### src/rtl/med_pkg.sv
// ----------------------------------------------------------------------------
// manchester edge decoder package
// stream widths, function codes and framing types
// ----------------------------------------------------------------------------
`timescale 1ns / 1ps
`default_nettype none

package med_pkg;

    localparam int TIME_W    = 32;
    localparam int BYTE_W    = 8;
    localparam int COUNT_W   = 3;
    localparam int S_TDATA_W = 40;
    localparam int M_TDATA_W = 8;

    // tdata bit positions
    localparam int RISING_LSB = 0;
    localparam int TIME_LSB   = 1;

    // tuser codes
    localparam logic FUNC_EDGE = 1'b0;
    localparam logic FUNC_IDLE = 1'b1;

    typedef struct packed {
        logic [BYTE_W-1:0]  shift;
        logic [COUNT_W-1:0] count;
    } frame_t;

    typedef struct packed {
        frame_t            frame;
        logic              done;
        logic [BYTE_W-1:0] data;
    } push_t;

endpackage

`default_nettype wire

### src/rtl/manchester_edge_decoder_top.sv
// ----------------------------------------------------------------------------
// manchester edge decoder
// decodes a manchester line from timestamped edge and idle-check items
// ----------------------------------------------------------------------------
// One item is taken per clock cycle when the result side is not stalled; the
// edge that completes a byte is held in the input register, and the decoded
// byte is then presented from the output register. An item is captured in an
// input register, the whole edge decision (gap against two thirds of the
// learned bit period, with both sides scaled by three so no divider is needed)
// is combinational, and the byte lands in an output register. The first edge
// marks a start time and the next edge at a different stamp sets the period.
// An idle check with more than five periods since the last edge clears the
// byte framing. Timestamps wrap modulo 2^STAMP_BITS.
`timescale 1ns / 1ps
`default_nettype none

module manchester_edge_decoder_top #(
    parameter int STAMP_BITS = 32
) (
    input  logic                          aclk,
    input  logic                          aresetn,
    input  logic                          s_tvalid,
    output logic                          s_tready,
    input  logic [med_pkg::S_TDATA_W-1:0] s_tdata,  // rising, time_us[31:0], zero pad
    input  logic                          s_tuser,  // func
    output logic                          m_tvalid,
    input  logic                          m_tready,
    output logic [med_pkg::M_TDATA_W-1:0] m_tdata   // data_byte
);
    import med_pkg::*;

    localparam int EXT_W = (STAMP_BITS > TIME_W) ? STAMP_BITS : TIME_W;
    localparam int CMP_W = STAMP_BITS + 3;

    // input register
    logic              in_valid_reg;
    logic              in_func_reg;
    logic              in_rising_reg;
    logic [TIME_W-1:0] in_time_reg;

    // decoder state
    logic                  awaiting_reg, awaiting_next;
    logic [STAMP_BITS-1:0] start_reg, start_next;
    logic [STAMP_BITS-1:0] period_reg, period_next;
    logic                  sync_reg, sync_next;
    logic                  prev_rising_reg, prev_rising_next;
    logic [STAMP_BITS-1:0] prev_gap_reg, prev_gap_next;
    logic                  prev_valid_reg, prev_valid_next;
    frame_t                frame_reg, frame_next;
    logic [STAMP_BITS-1:0] last_edge_reg, last_edge_next;
    logic [STAMP_BITS-1:0] last_act_reg, last_act_next;

    // output register
    logic              out_valid_reg;
    logic [BYTE_W-1:0] out_data_reg;

    logic                  advance;
    logic [EXT_W-1:0]      t_ext;
    logic [STAMP_BITS-1:0] t;
    logic                  learn;
    logic [STAMP_BITS-1:0] period_eff;
    logic [STAMP_BITS-1:0] gap;
    logic [STAMP_BITS-1:0] elapsed;
    logic [CMP_W-1:0]      gap3;
    logic [CMP_W-1:0]      thr2;
    logic [CMP_W-1:0]      five_p;
    logic                  gap_gt;
    logic                  gap_lt;
    logic                  idle_hit;
    logic                  emit;
    logic [BYTE_W-1:0]     emit_data;
    frame_t                frame_mid;
    push_t                 push_a;
    push_t                 push_b;

    function automatic push_t push_bit(frame_t f, logic b);
        push_t             r;
        logic [BYTE_W-1:0] v;
        v = f.shift | (BYTE_W'(b) << f.count);
        r.data = v;
        if (f.count == '1) begin
            r.frame = '0;
            r.done  = 1'b1;
        end else begin
            r.frame.shift = v;
            r.frame.count = f.count + COUNT_W'(1);
            r.done        = 1'b0;
        end
        return r;
    endfunction

    assign advance  = in_valid_reg && (!out_valid_reg || m_tready);
    assign s_tready = !in_valid_reg || advance;
    assign m_tvalid = out_valid_reg;
    assign m_tdata  = out_data_reg;

    assign t_ext      = EXT_W'(in_time_reg);
    assign t          = t_ext[STAMP_BITS-1:0];
    assign learn      = !awaiting_reg && (period_reg == '0);
    assign period_eff = learn ? (t - start_reg) : period_reg;
    assign gap        = t - last_edge_reg;
    assign elapsed    = t - last_act_reg;

    // gap > floor(2p/3) iff 3*gap > 2p, gap < floor(2p/3) iff 3*gap + 3 <= 2p
    assign gap3     = CMP_W'({gap, 1'b0}) + CMP_W'(gap);
    assign thr2     = CMP_W'({period_eff, 1'b0});
    assign gap_gt   = gap3 > thr2;
    assign gap_lt   = (gap3 + CMP_W'(3)) <= thr2;
    assign five_p   = CMP_W'({period_reg, 2'b00}) + CMP_W'(period_reg);
    assign idle_hit = (period_reg != '0) && (CMP_W'(elapsed) > five_p);

    always_comb begin
        awaiting_next    = awaiting_reg;
        start_next       = start_reg;
        period_next      = period_reg;
        sync_next        = sync_reg;
        prev_rising_next = prev_rising_reg;
        prev_gap_next    = prev_gap_reg;
        prev_valid_next  = prev_valid_reg;
        frame_next       = frame_reg;
        last_edge_next   = last_edge_reg;
        last_act_next    = last_act_reg;
        emit             = 1'b0;
        emit_data        = '0;
        frame_mid        = frame_reg;
        push_a           = push_bit(frame_reg, prev_rising_reg);
        push_b           = push_bit(frame_reg, in_rising_reg);

        if (advance) begin
            if (in_func_reg == FUNC_IDLE) begin
                if (idle_hit) begin
                    frame_next      = '0;
                    sync_next       = 1'b1;
                    prev_gap_next   = '0;
                    prev_valid_next = 1'b0;
                    last_edge_next  = '0;
                end
            end else begin
                awaiting_next = 1'b0;
                if (awaiting_reg) begin
                    start_next = t;
                end else if (learn) begin
                    period_next = period_eff;
                end

                if (sync_reg && (prev_gap_reg != '0)) begin
                    // resync edge: the earlier edge may carry a bit too
                    if (gap_gt) begin
                        frame_mid = push_a.frame;
                        if (push_a.done) begin
                            emit      = 1'b1;
                            emit_data = push_a.data;
                        end
                    end
                    push_b     = push_bit(frame_mid, in_rising_reg);
                    frame_next = push_b.frame;
                    if (push_b.done) begin
                        emit      = 1'b1;
                        emit_data = push_b.data;
                    end
                    prev_valid_next = 1'b1;
                    sync_next       = 1'b0;
                end else if (prev_valid_reg) begin
                    if (gap_gt) begin
                        frame_next = push_b.frame;
                        emit       = push_b.done;
                        emit_data  = push_b.data;
                    end else begin
                        prev_valid_next = 1'b0;
                    end
                end else if (gap_lt) begin
                    frame_next      = push_b.frame;
                    emit            = push_b.done;
                    emit_data       = push_b.data;
                    prev_valid_next = 1'b1;
                end

                prev_rising_next = in_rising_reg;
                prev_gap_next    = gap;
                last_edge_next   = t;
                last_act_next    = t;
            end
        end
    end

    always_ff @(posedge aclk) begin
        if (!aresetn) begin
            in_valid_reg    <= 1'b0;
            awaiting_reg    <= 1'b1;
            start_reg       <= '0;
            period_reg      <= '0;
            sync_reg        <= 1'b1;
            prev_rising_reg <= 1'b0;
            prev_gap_reg    <= '0;
            prev_valid_reg  <= 1'b0;
            frame_reg       <= '0;
            last_edge_reg   <= '0;
            last_act_reg    <= '0;
            out_valid_reg   <= 1'b0;
        end else begin
            if (s_tready) begin
                in_valid_reg <= s_tvalid;
            end
            awaiting_reg    <= awaiting_next;
            start_reg       <= start_next;
            period_reg      <= period_next;
            sync_reg        <= sync_next;
            prev_rising_reg <= prev_rising_next;
            prev_gap_reg    <= prev_gap_next;
            prev_valid_reg  <= prev_valid_next;
            frame_reg       <= frame_next;
            last_edge_reg   <= last_edge_next;
            last_act_reg    <= last_act_next;
            if (advance && emit) begin
                out_valid_reg <= 1'b1;
            end else if (m_tready) begin
                out_valid_reg <= 1'b0;
            end
        end
    end

    // payload registers
    always_ff @(posedge aclk) begin
        if (s_tvalid && s_tready) begin
            in_func_reg   <= s_tuser;
            in_rising_reg <= s_tdata[RISING_LSB];
            in_time_reg   <= s_tdata[TIME_LSB +: TIME_W];
        end
        if (advance && emit) begin
            out_data_reg <= emit_data;
        end
    end

endmodule

`default_nettype wire

### config.mk
export PLATFORM = sky130hd
export DESIGN_NAME = manchester_edge_decoder_top
export DESIGN_NICKNAME = d
export VERILOG_FILES = /design/src/rtl/med_pkg.sv /design/src/rtl/manchester_edge_decoder_top.sv
export SDC_FILE = /design/constraint.sdc
export NUM_CORES = 1
export LEC_CHECK = 0
export BUFFER_PORTS_ARGS = -buffer_cell sky130_fd_sc_hd__buf_4
export CAP_MARGIN = 20
export CORE_MARGIN = 5
export CORE_UTILIZATION = 65
export CTS_BUF_LIST = sky130_fd_sc_hd__clkbuf_4
export CTS_CLUSTER_DIAMETER = 120
export DETAILED_ROUTE_END_ITERATION = 16
export PLACE_DENSITY = 0.83
export SETUP_SLACK_MARGIN = 0.1
export SLEW_MARGIN = 20
export SYNTH_ARGS = -nofsm -noshare
export SYNTH_HDL_FRONTEND = slang
export SYNTH_SLANG_ARGS = --single-unit
### constraint.sdc
create_clock -name aclk -period 19.5 [get_ports aclk]
set_input_delay 2.925 -clock aclk [delete_from_list [all_inputs] [get_ports aclk]]
set_output_delay 2.925 -clock aclk [all_outputs]
set_load 0.03 [all_outputs]
# After elaboration in Yosys (flattened, before gate mapping)
# Index checks and enable logic that the tools add are counted.
# word_totals
out_inout_bits	10
ff_bits	219
# classes
n_addsub	8
n_shift	3
n_eq_ne	4
reduce_logical	24
n_mux	47
bitwise	6
order_cmp	3
# op_table
op	count
32-bit two-way mux	4
11-bit two-way mux	10
32-bit subtractor	3
12-bit two-way mux	6
32-bit nonzero test	2
8-bit two-way mux	7
34-bit by 2-bit adder with 35-bit output, second input constant	1
34-bit by 32-bit adder with 35-bit output	1
32-bit by 35-bit greater-than comparator with 1-bit output	1
35-bit by 33-bit less-or-equal comparator with 1-bit output	1
33-bit by 32-bit adder with 34-bit output	1
34-bit by 33-bit greater-than comparator with 1-bit output	1
32-bit logical NOT	1
8-bit OR	3
1-bit by 3-bit left shift with 8-bit output	3
1-bit two-way mux	20
4-bit AND reduction	2
3-bit by 1-bit adder with 3-bit output, second input constant	2
3-bit == test, second input constant	2
1-bit logical AND	6
3-bit AND reduction	2
4-bit by 2-bit inequality test with 1-bit output, second input constant	1
2-bit AND reduction	2
2-bit nonzero test	2
other kinds (6)	11

# Depth between registers and ports, before layout
# Gate-level depths: netlist of run 1.
# depth
depth_word	20
ltp_mapped	44
mapped_depth_nobuf	43

# Least setup slack after synthesis of run 1
# Ideal clock, no wire load.
# synth_path
path_type	register to register
startpoint	reg in_time_reg[1]
endpoint	reg out_data_reg[0], in the netlist m_tdata[0] (enable)
setup_slack_ns	11.794
setup_ns	0.374
arrival_ns	7.332
stages_incl_launch_ff	36
n_path_buf	1
path_cell_list	edfxtp_1 ha_1 nor2b_1 o31a_1 o2111ai_1 a21boi_1 nor2_1 o21ai_0 xnor2_1 ha_1 clkbuf_1 inv_1 o21bai_1 a21oi_1 nor2b_1 o21a_1 nor2_1 mux2i_1 o211ai_1 a311oi_2 nand3_1 or3_1 nor2_1 xor2_1 ha_1 a21o_1 a21o_1 a2111oi_0 nand2_1 a31oi_1 o21ai_0 o21ai_0 inv_1 a31oi_1 o31ai_1 o21ai_1
# synth_between
elab_chain_len	17
word_cells_on_any_way	25
cone_classes	add/sub (4); order compare (2); eq/ne (1); mux (17); reduce/logical (1)
# synth_rtl
item	line	source
from (decl)	manchester_edge_decoder_top.sv:39	logic [TIME_W-1:0] in_time_reg;
from (signal assigned)	manchester_edge_decoder_top.sv:227	in_time_reg <= s_tdata[TIME_LSB +: TIME_W];
32-bit subtractor, on equally long branches	manchester_edge_decoder_top.sv:101, manchester_edge_decoder_top.sv:100	
33-bit by 32-bit adder with 34-bit output or 32-bit two-way mux (tied branches)	manchester_edge_decoder_top.sv:105, manchester_edge_decoder_top.sv:100	
34-bit by 33-bit greater-than comparator with 1-bit output	manchester_edge_decoder_top.sv:107	assign gap_gt = gap3 > thr2;
11-bit two-way mux	manchester_edge_decoder_top.sv:148	if (gap_gt) begin
11-bit two-way mux	manchester_edge_decoder_top.sv:146	if (sync_reg && (prev_gap_reg != '0)) begin
11-bit two-way mux	manchester_edge_decoder_top.sv:130	if (in_func_reg == FUNC_IDLE) begin
11-bit two-way mux	manchester_edge_decoder_top.sv:129	if (advance) begin
3-bit == test	manchester_edge_decoder_top.sv:81	if (f.count == '1) begin
12-bit two-way mux	manchester_edge_decoder_top.sv:81	
12-bit two-way mux	manchester_edge_decoder_top.sv:146	
12-bit two-way mux	manchester_edge_decoder_top.sv:130	
12-bit two-way mux	manchester_edge_decoder_top.sv:129	
1-bit two-way mux	manchester_edge_decoder_top.sv:157	if (push_b.done) begin
1-bit two-way mux *	manchester_edge_decoder_top.sv:146	
1-bit two-way mux *	manchester_edge_decoder_top.sv:130	
1-bit two-way mux *	manchester_edge_decoder_top.sv:129	
1-bit logical AND *	manchester_edge_decoder_top.sv:229	if (advance && emit) begin
to (signal assigned)	manchester_edge_decoder_top.sv:230	out_data_reg <= emit_data;
to (decl)	manchester_edge_decoder_top.sv:55	logic [BYTE_W-1:0] out_data_reg;
# Every way passes the cells marked *; elsewhere a longest branch is shown, timed or not. The select of a mux whose other input is x is not followed.
# A chain may end at the register's enable or synchronous reset.

# Worst setup path after layout of run 1
# layout_path
startpoint	reg in_time_reg[0]
endpoint	reg frame_reg[7] in the netlist's numbering
# layout_between
elab_chain_len	15
word_cells_on_any_way	27
cone_classes	add/sub (5); order compare (3); eq/ne (3); shift (1); mux (11); bitwise (1); reduce/logical (3)
# layout_rtl
item	line	source
32-bit subtractor, on equally long branches	manchester_edge_decoder_top.sv:101, manchester_edge_decoder_top.sv:100	
33-bit by 32-bit adder with 34-bit output or 32-bit two-way mux (tied branches)	manchester_edge_decoder_top.sv:105, manchester_edge_decoder_top.sv:100	
34-bit by 33-bit greater-than comparator with 1-bit output	manchester_edge_decoder_top.sv:107	
11-bit two-way mux	manchester_edge_decoder_top.sv:148	
11-bit two-way mux	manchester_edge_decoder_top.sv:146	
11-bit two-way mux	manchester_edge_decoder_top.sv:130	
11-bit two-way mux	manchester_edge_decoder_top.sv:129	
1-bit by 3-bit left shift with 8-bit output	manchester_edge_decoder_top.sv:79	v = f.shift | (BYTE_W'(b) << f.count);
8-bit OR	manchester_edge_decoder_top.sv:79	
12-bit two-way mux	manchester_edge_decoder_top.sv:81	
12-bit two-way mux	manchester_edge_decoder_top.sv:146	
12-bit two-way mux	manchester_edge_decoder_top.sv:130	
12-bit two-way mux	manchester_edge_decoder_top.sv:129	
11-bit two-way mux	manchester_edge_decoder_top.sv:146	
11-bit two-way mux	manchester_edge_decoder_top.sv:130	
to (signal assigned)	manchester_edge_decoder_top.sv:211	frame_reg <= frame_next;
to (decl)	manchester_edge_decoder_top.sv:49	frame_t frame_reg, frame_next;
# Parallel ways exist; a longest one is shown, timed or not. The select of a mux whose other input is x is not followed.

==> run_results.csv, run 1 <==
group,metric,value,unit
status,status,"finished clean",
cells_and_area,fill_cells,2478,
worst_setup_path,worstSetupStartpoint,"in_time_reg[0]$_DFFE_PP_",
sta,min_period,9.73,ns
routing,wl,56.7,mm
pwr,peakVddDrop,0.0587,mV
sta,hold_ws,0.454,ns
job,cap_violations,0,
routing,ant_nets,0,
sta,final-setup-viol-count,0,
cells_and_area,syn2layout_area_growth,7.03,%
yosys,ys_seq_elements,219,
yosys,synthSimpleGateAreaFrac,20.0,%
yosys,synth_area_leaders,"dfxtp_1 18%, ha_1 16%, a21oi_1 9.1%",
worst_setup_path,critPathRequiredTime,20.21,ns
clock_network,cts_buffer_depth,3,
cells_and_area,nets,2855,
yosys,synth-seq-area-share,24.6,%
global_routing,grtUsageTotal,32.9,%
yosys,yosysTopAreaCell,"dfxtp_1",
yosys,synthMuxAreaShare,0.903,%
yosys,syn_area_per_cell,7.75,um^2
sta,clock.fmax,0.103,GHz
yosys,synth_top_family_by_area,"compound AO/OA/AOI/OAI gates",
worst_setup_path,start_kind,"flip-flop",
worst_hold_path,worstHoldStart,"start_reg[13]$_SDFFE_PN0P_",
worst_setup_path,rr_startpoint,"in_time_reg[0]$_DFFE_PP_",
clock_network,ctsHtreeMaxLevel,2,
routing,routed_via_density,6.40,
sta,skew,0.0763,ns
floorplanning,die_w,183,um
worst_setup_path,cp-end-kind,"flip-flop",
yosys,async_reset_ff_share,0,%
yosys,synth-compound-area-share,25.5,%
global_routing,grt_start_max_net_pins,62,
yosys,synth_edf_count,42,
clock_network,postCtsSetupRepairBufs,0,
pwr,power.total,0.00225,W
yosys,synth.distinct_cells,89,
cells_and_area,drive_gt1_share,7.62,%
yosys,yosysWarningCount,0,
global_routing,first_global_vias,18300,
cells_and_area,layout_common_cells,"355 x a21oi_1, 335 x nand2_1, 256 x ha_1",
place,port_buffers,47,
global_routing,grt_overflow,0,
routing,drt_iter0_markers,1886,
yosys,mappedNetlistArea,19500,um^2
sta,hold_viol_final,0,
sta,tightest_slew,1.10,ns
sta,finalCritPeriodShare,49.9,%
routing,drt_first_pass_iters,7,
clock_network,cts_buffers,60,
clock_network,ctsHoldBuffers,0,
worst_setup_path,worstPathArrival,10.45,ns
sta,rsz0062_at_grt,"no",
cells_and_area,regArea,4800,um^2
routing,drc_errors,0,
cells_and_area,multiInputGateArea,13800,um^2
sta,slew_violations,0,
routing,route.vias.total,19100,
yosys,synth_xor_area_share,7.34,%
global_routing,antenna_found_initial,1,
floorplanning,design.core.area,29600,um^2
floorplanning,num_rows,63,
yosys,synth_ff_type,"dfxtp_1",
clock_network,clock_latency,0.86,ns
global_routing,grt_pass1_wl,91.0,mm
floorplanning,start_util,65.9,%
floorplanning,die_h,183,um
clock_network,cts_tree,"built",
worst_setup_path,crit_slowest_cell,"nand3_1",
yosys,synth_top_area_share,18.1,%
place,place_congestion,0.991,
floorplanning,die_area,33600,um^2
pwr,p_per_area,108,nW/um^2
yosys,synth_fa_ha_area_share,16.9,%
yosys,synth_nets,2826,
worst_hold_path,hp-class,"reg -> reg",
worst_setup_path,path_class,"reg -> reg",
sta,tns,0,ns
place,dp_hpwl,42.3,mm
clock_network,cts_sinks,219,
pwr,p_leak,8.32,nW
worst_setup_path,critPathMaxStageDelay,0.59,ns
routing,wl_per_cell,19.0,um
cells_and_area,final_common_cell,"a21oi_1",
clock_network,root_buffer,"clkbuf_4",
worst_setup_path,worstPathMaxFanout,18,
floorplanning,io_pins,55,
sta,relSlewSlack,26.9,%
clock_network,path_clk_slew,0.07,ns
cells_and_area,fin_util,70.5,%
yosys,synth_cells,2520,
clock_network,cts_resized,0,
cell type report:
| class | count | share of cell area [%] |
|---|---|---|
| antenna | 1 | 0.0120 |
| clock buffer | 84 | 3.02 |
| clock inverter | 29 | 0.754 |
| inverter | 154 | 2.78 |
| multi-input combinational | 2057 | 66.1 |
| sequential | 219 | 23.0 |
| tap | 390 | 2.33 |
| timing repair buffer | 57 | 2.05 |
Yosys cell counts, types with 6 or more instances:
| cell | number |
|---|---|
| a31o_2 | 7 |
| buf_1 | 10 |
| o21a_1 | 39 |
| or3_1 | 14 |
| nor3_1 | 51 |
| clkbuf_1 | 75 |
| and3_1 | 19 |
| nand4_1 | 33 |
| nand2b_1 | 30 |
| nor2_1 | 155 |
| nor4_1 | 23 |
| nor2b_1 | 37 |
| o21bai_1 | 24 |
| a21oi_1 | 355 |
| a21o_1 | 85 |
| mux2i_1 | 14 |
| nand3_1 | 71 |
| inv_1 | 153 |
| and2_1 | 25 |
| o21ai_1 | 9 |
| xnor2_1 | 106 |
| o21ai_0 | 97 |
| a22oi_1 | 8 |
| a211o_1 | 10 |
| nand2_1 | 335 |
| o2111ai_1 | 6 |
| a31oi_1 | 26 |
| a211oi_1 | 22 |
| ha_1 | 256 |
| dfxtp_1 | 177 |
| o221ai_1 | 10 |
| edfxtp_1 | 42 |
| o211ai_1 | 18 |
| o31ai_1 | 13 |
| xor2_1 | 54 |
critical path: cells and delay by family (launching register included):
kind | cells | cell delay, ns
buffers and inverters | 4 | 0.50
and+or+nand+nor | 15 | 3.27
xor gates and xnor gates | 1 | 0.32
AOI/OAI and AO/OA | 14 | 2.70
DFF | 1 | 0.42
adders and majority gates | 6 | 1.74
muxes | 2 | 0.65
layer usage:
layer / global-route usage (%) / vias to the layer above / share of wire, %
met5: 0 / - / 0
met4: 14.8 / 0 / 4.2
met3: 5.34 / 165 / 7.5
met2: 53.5 / 798 / 45
met1: 43.1 / 8996 / 43
li1: - / 9188 / -
path summary, 6_finish.rpt:
path / slack [ns] / cells after the start / endpoint
max reg2reg: 9.77 / 42 / frame_reg[7]$_SDFFE_PN0P_
max: 9.77 / 42 / frame_reg[7]$_SDFFE_PN0P_
min: 0.45 / 2 / start_reg[13]$_SDFFE_PN0P_
min reg2reg: 0.45 / 2 / start_reg[13]$_SDFFE_PN0P_
report_power, final:
group / switching (W) / leakage, nW / total (W) / internal, W
Sequential: 0.0000238 / 1.83 / 0.000506 / 0.000482
Clock: 0.000220 / 0.476 / 0.000436 / 0.000216
Combinational: 0.000784 / 6.01 / 0.00131 / 0.000524
Total: 0.00103 / 8.32 / 0.00225 / 0.00122
cell families after synthesis:
kind of cell / after synthesis
DFF: 219
xor gates and xnor gates: 162
and+or+nand+nor: 829
muxes: 17
buffers and inverters: 244
adders and majority gates: 261
AOI/OAI and AO/OA: 788
through the flow:
stage,setup WS (ns),cell area (um^2),std cells
3_5_place_dp,9.97,20100,2877
4_1_cts,9.95,20900,2990
6_report,9.77,20900,2991
5_1_grt,9.05,20900,2991
3_3_place_gp,10.11,20100,2877
2_1_floorplan,11.79,19500,2520
Note: power is estimated with default switching activity, not from simulation.
==> run 2, diff against run 1 <==
Settings changed: ABC_AREA set to 1.
Clock period 19.5 ns to 9.4 ns, I/O delays scaled along.
==> run_results.csv, run 2 <==
group,metric,value,unit
worst_setup_path,cp-end-kind,"flip-flop",
pwr,peakVddDrop,0.131,mV
worst_setup_path,worstPathMaxFanout,24,
routing,wl_per_cell,17.1,um
worst_hold_path,hp-class,"reg -> reg",
routing,wl,57.7,mm
worst_setup_path,critPathMaxStageDelay,0.52,ns
worst_setup_path,r2r_cells,38,
worst_setup_path,rr_startpoint,"in_time_reg[17]$_DFFE_PP_",
floorplanning,io_pins,55,
worst_setup_path,path_class,"reg -> reg",
routing,drc_errors,0,
global_routing,antenna_found_initial,1,
yosys,synthTopCellsByCount,"671 x nand2_1, 385 x a21oi_1, 374 x inv_1, 256 x ha_1, 177 x dfxtp_1",
clock_network,ctsHtreeMaxLevel,2,
routing,ant_nets,0,
sta,hold_viol_final,0,
job,cap_violations,0,
worst_setup_path,worstPathArrival,8.21,ns
cells_and_area,final_common_cell,"nand2_1",
yosys,synth_nets,3174,
cells_and_area,layout_common_cells,"671 x nand2_1, 385 x a21oi_1, 374 x inv_1",
sta,slew_violations,0,
sta,rsz0062_at_grt,"no",
place,dp_hpwl,45.0,mm
floorplanning,num_rows,63,
cells_and_area,fin_util,71.2,%
floorplanning,die_area,34000,um^2
pwr,p_per_area,192,nW/um^2
routing,drt_first_pass_iters,6,
sta,tightest_slew,1.04,ns
yosys,synth_edf_count,42,
yosys,yosysWarningCount,0,
clock_network,cts_resized,0,
floorplanning,design.core.area,29800,um^2
yosys,synth_cells,2868,
cells_and_area,nets,3234,
global_routing,grtUsageTotal,33.7,%
routing,route.vias.total,19800,
worst_setup_path,reg2reg_slack,1.65,ns
floorplanning,start_util,66.3,%
global_routing,grt_start_max_net_pins,72,
yosys,synth-seq-area-share,24.3,%
worst_setup_path,path_common_cell,"nand2_1",
place,port_buffers,47,
clock_network,ctsHoldBuffers,0,
clock_network,postCtsSetupRepairBufs,0,
yosys,synth_ff_type,"dfxtp_1",
global_routing,grt_overflow,0,
yosys,synth_top_area_share,17.9,%
floorplanning,die_w,184,um
clock_network,root_buffer,"clkbuf_4",
yosys,synth_area_leaders,"dfxtp_1 18%, ha_1 16%, nand2_1 13%",
pwr,p_leak,9.63,nW
routing,drt_iter0_markers,1721,
worst_setup_path,start_kind,"flip-flop",
sta,finalCritPeriodShare,82.4,%
cells_and_area,syn2layout_area_growth,7.42,%
place,place_congestion,1.03,
yosys,syn_area_per_cell,6.89,um^2
global_routing,first_global_vias,18900,
sta,clock.fmax,0.129,GHz
sta,relSlewSlack,30.5,%
clock_network,cts_buffer_depth,3,
cells_and_area,drive_gt1_share,8.06,%
clock_network,path_clk_slew,0.07,ns
worst_setup_path,worstSetupStartpoint,"in_time_reg[17]$_DFFE_PP_",
pwr,power.total,0.00408,W
yosys,synth.distinct_cells,64,
worst_setup_path,crit_end,"m_tdata[1]$_SDFFCE_PN0P_",
clock_network,clock_latency,0.82,ns
routing,routed_via_density,5.89,
yosys,yosysTopAreaCell,"dfxtp_1",
yosys,yosysMostFrequentCell,"nand2_1",
yosys,async_reset_ff_share,0,%
place,pre_cts_ws,1.84,ns
worst_setup_path,crit_slowest_cell,"edfxtp_1",
status,status,"finished clean",
worst_setup_path,rr_endpoint,"m_tdata[1]$_SDFFCE_PN0P_",
yosys,mappedNetlistArea,19800,um^2
global_routing,grt_pass1_wl,93.4,mm
clock_network,cts_tree,"built",
sta,tns,0,ns
sta,fin_ws,1.65,ns
clock_network,cts_sinks,219,
clock_network,cts_buffers,59,
worst_setup_path,critPathRequiredTime,9.87,ns
sta,skew,0.0633,ns
floorplanning,die_h,184,um
sta,min_period,7.75,ns
sta,final-setup-viol-count,0,
yosys,ys_seq_elements,219,
==> run 2: cell count changes in the layout (fill, tap and decap cells not counted), moves of 21 or more <==
cell | previous run | this run
xnor2_1 | 106 | 52
nand3_1 | 71 | 106
o21a_1 | 39 | 11
nor2_1 | 154 | 175
nor2b_1 | 37 | 0
inv_1 | 153 | 374
a21o_1 | 85 | 11
a21oi_1 | 355 | 385
o21ai_0 | 96 | 148
nand2_1 | 335 | 671
and2_1 | 23 | 2
nand2_2 | 0 | 23
nand2b_1 | 29 | 0
xor2_1 | 54 | 94
==> run 2: through the flow <==
stage	hold slack [ns]	instances	cell area, um^2
floorplan	0.433	2868	19800
global placement	0.444	3257	20400
detailed placement	0.453	3257	20400
CTS	0.462	3366	21200
global route	0.473	3367	21200
finish	0.461	3367	21200
==> run 2: worst min path at each step <==
stage,endpoint,cells after the start,start
global placement,start_reg[3]$_SDFFE_PN0P_,2,start_reg[3]$_SDFFE_PN0P_
detailed placement,start_reg[20]$_SDFFE_PN0P_,2,start_reg[20]$_SDFFE_PN0P_
CTS,start_reg[20]$_SDFFE_PN0P_,2,start_reg[20]$_SDFFE_PN0P_
finish,start_reg[8]$_SDFFE_PN0P_,2,start_reg[8]$_SDFFE_PN0P_
global route,last_edge_reg[1]$_SDFFE_PN0P_,2,last_edge_reg[1]$_SDFFE_PN0P_
floorplan,start_reg[27]$_SDFFE_PN0P_,2,start_reg[27]$_SDFFE_PN0P_
==> run 2: area by class of cell <==
| class | count | area (um^2) |
|---|---|---|
| fillers | 2545 | 8580 |
| well taps | 390 | 488 |
| flip-flops and latches | 219 | 4800 |
| clock inverters | 27 | 195 |
| diodes | 1 | 2.50 |
| repair buffers | 65 | 488 |
| multi-input cells | 2198 | 13200 |
| clock buffers | 82 | 616 |
| inverters | 385 | 1450 |
==> run 2: logic make-up (layout without fill, tap and decap cells) <==
group / after synthesis / count (layout) / synth area share (%)
buffers and inverters: 451 / 559 / 8.99
AO/OA/AOI/OAI: 661 / 661 / 18.4
flip-flops: 219 / 219 / 24.3
adder cells (fa/ha/maj): 261 / 261 / 16.7
other: 0 / 1 / 0
XOR/XNOR: 151 / 151 / 6.94
AND/OR/NAND/NOR: 1125 / 1125 / 24.6
==> run 2: per-layer routing <==
layer  up-vias  track usage, %  routed length [um]
li1       9757               -                   -
met1      9244            46.6               26000
met2       712            55.1               25900
met3       123            4.44                4240
met4         0            10.2                1590
met5         -               0                   0
==> run 2: power breakdown <==
| group | switching (W) | internal (W) | total [W] |
|---|---|---|---|
| sequential | 0.0000386 | 0.000999 | 0.00104 |
| clock | 0.000446 | 0.000489 | 0.000935 |
| combinational | 0.00136 | 0.000753 | 0.00211 |
| total | 0.00184 | 0.00224 | 0.00408 |
==> run 2: critical path, delay by kind of cell, from the launching register on <==
kind | cells | cell delay (ns)
flip-flops | 1 | 0.52
adder cells (fa/ha/maj) | 5 | 1.55
AO/OA/AOI/OAI | 3 | 0.59
XOR/XNOR | 1 | 0.37
buffers and inverters | 3 | 0.50
AND/OR/NAND/NOR | 26 | 3.89
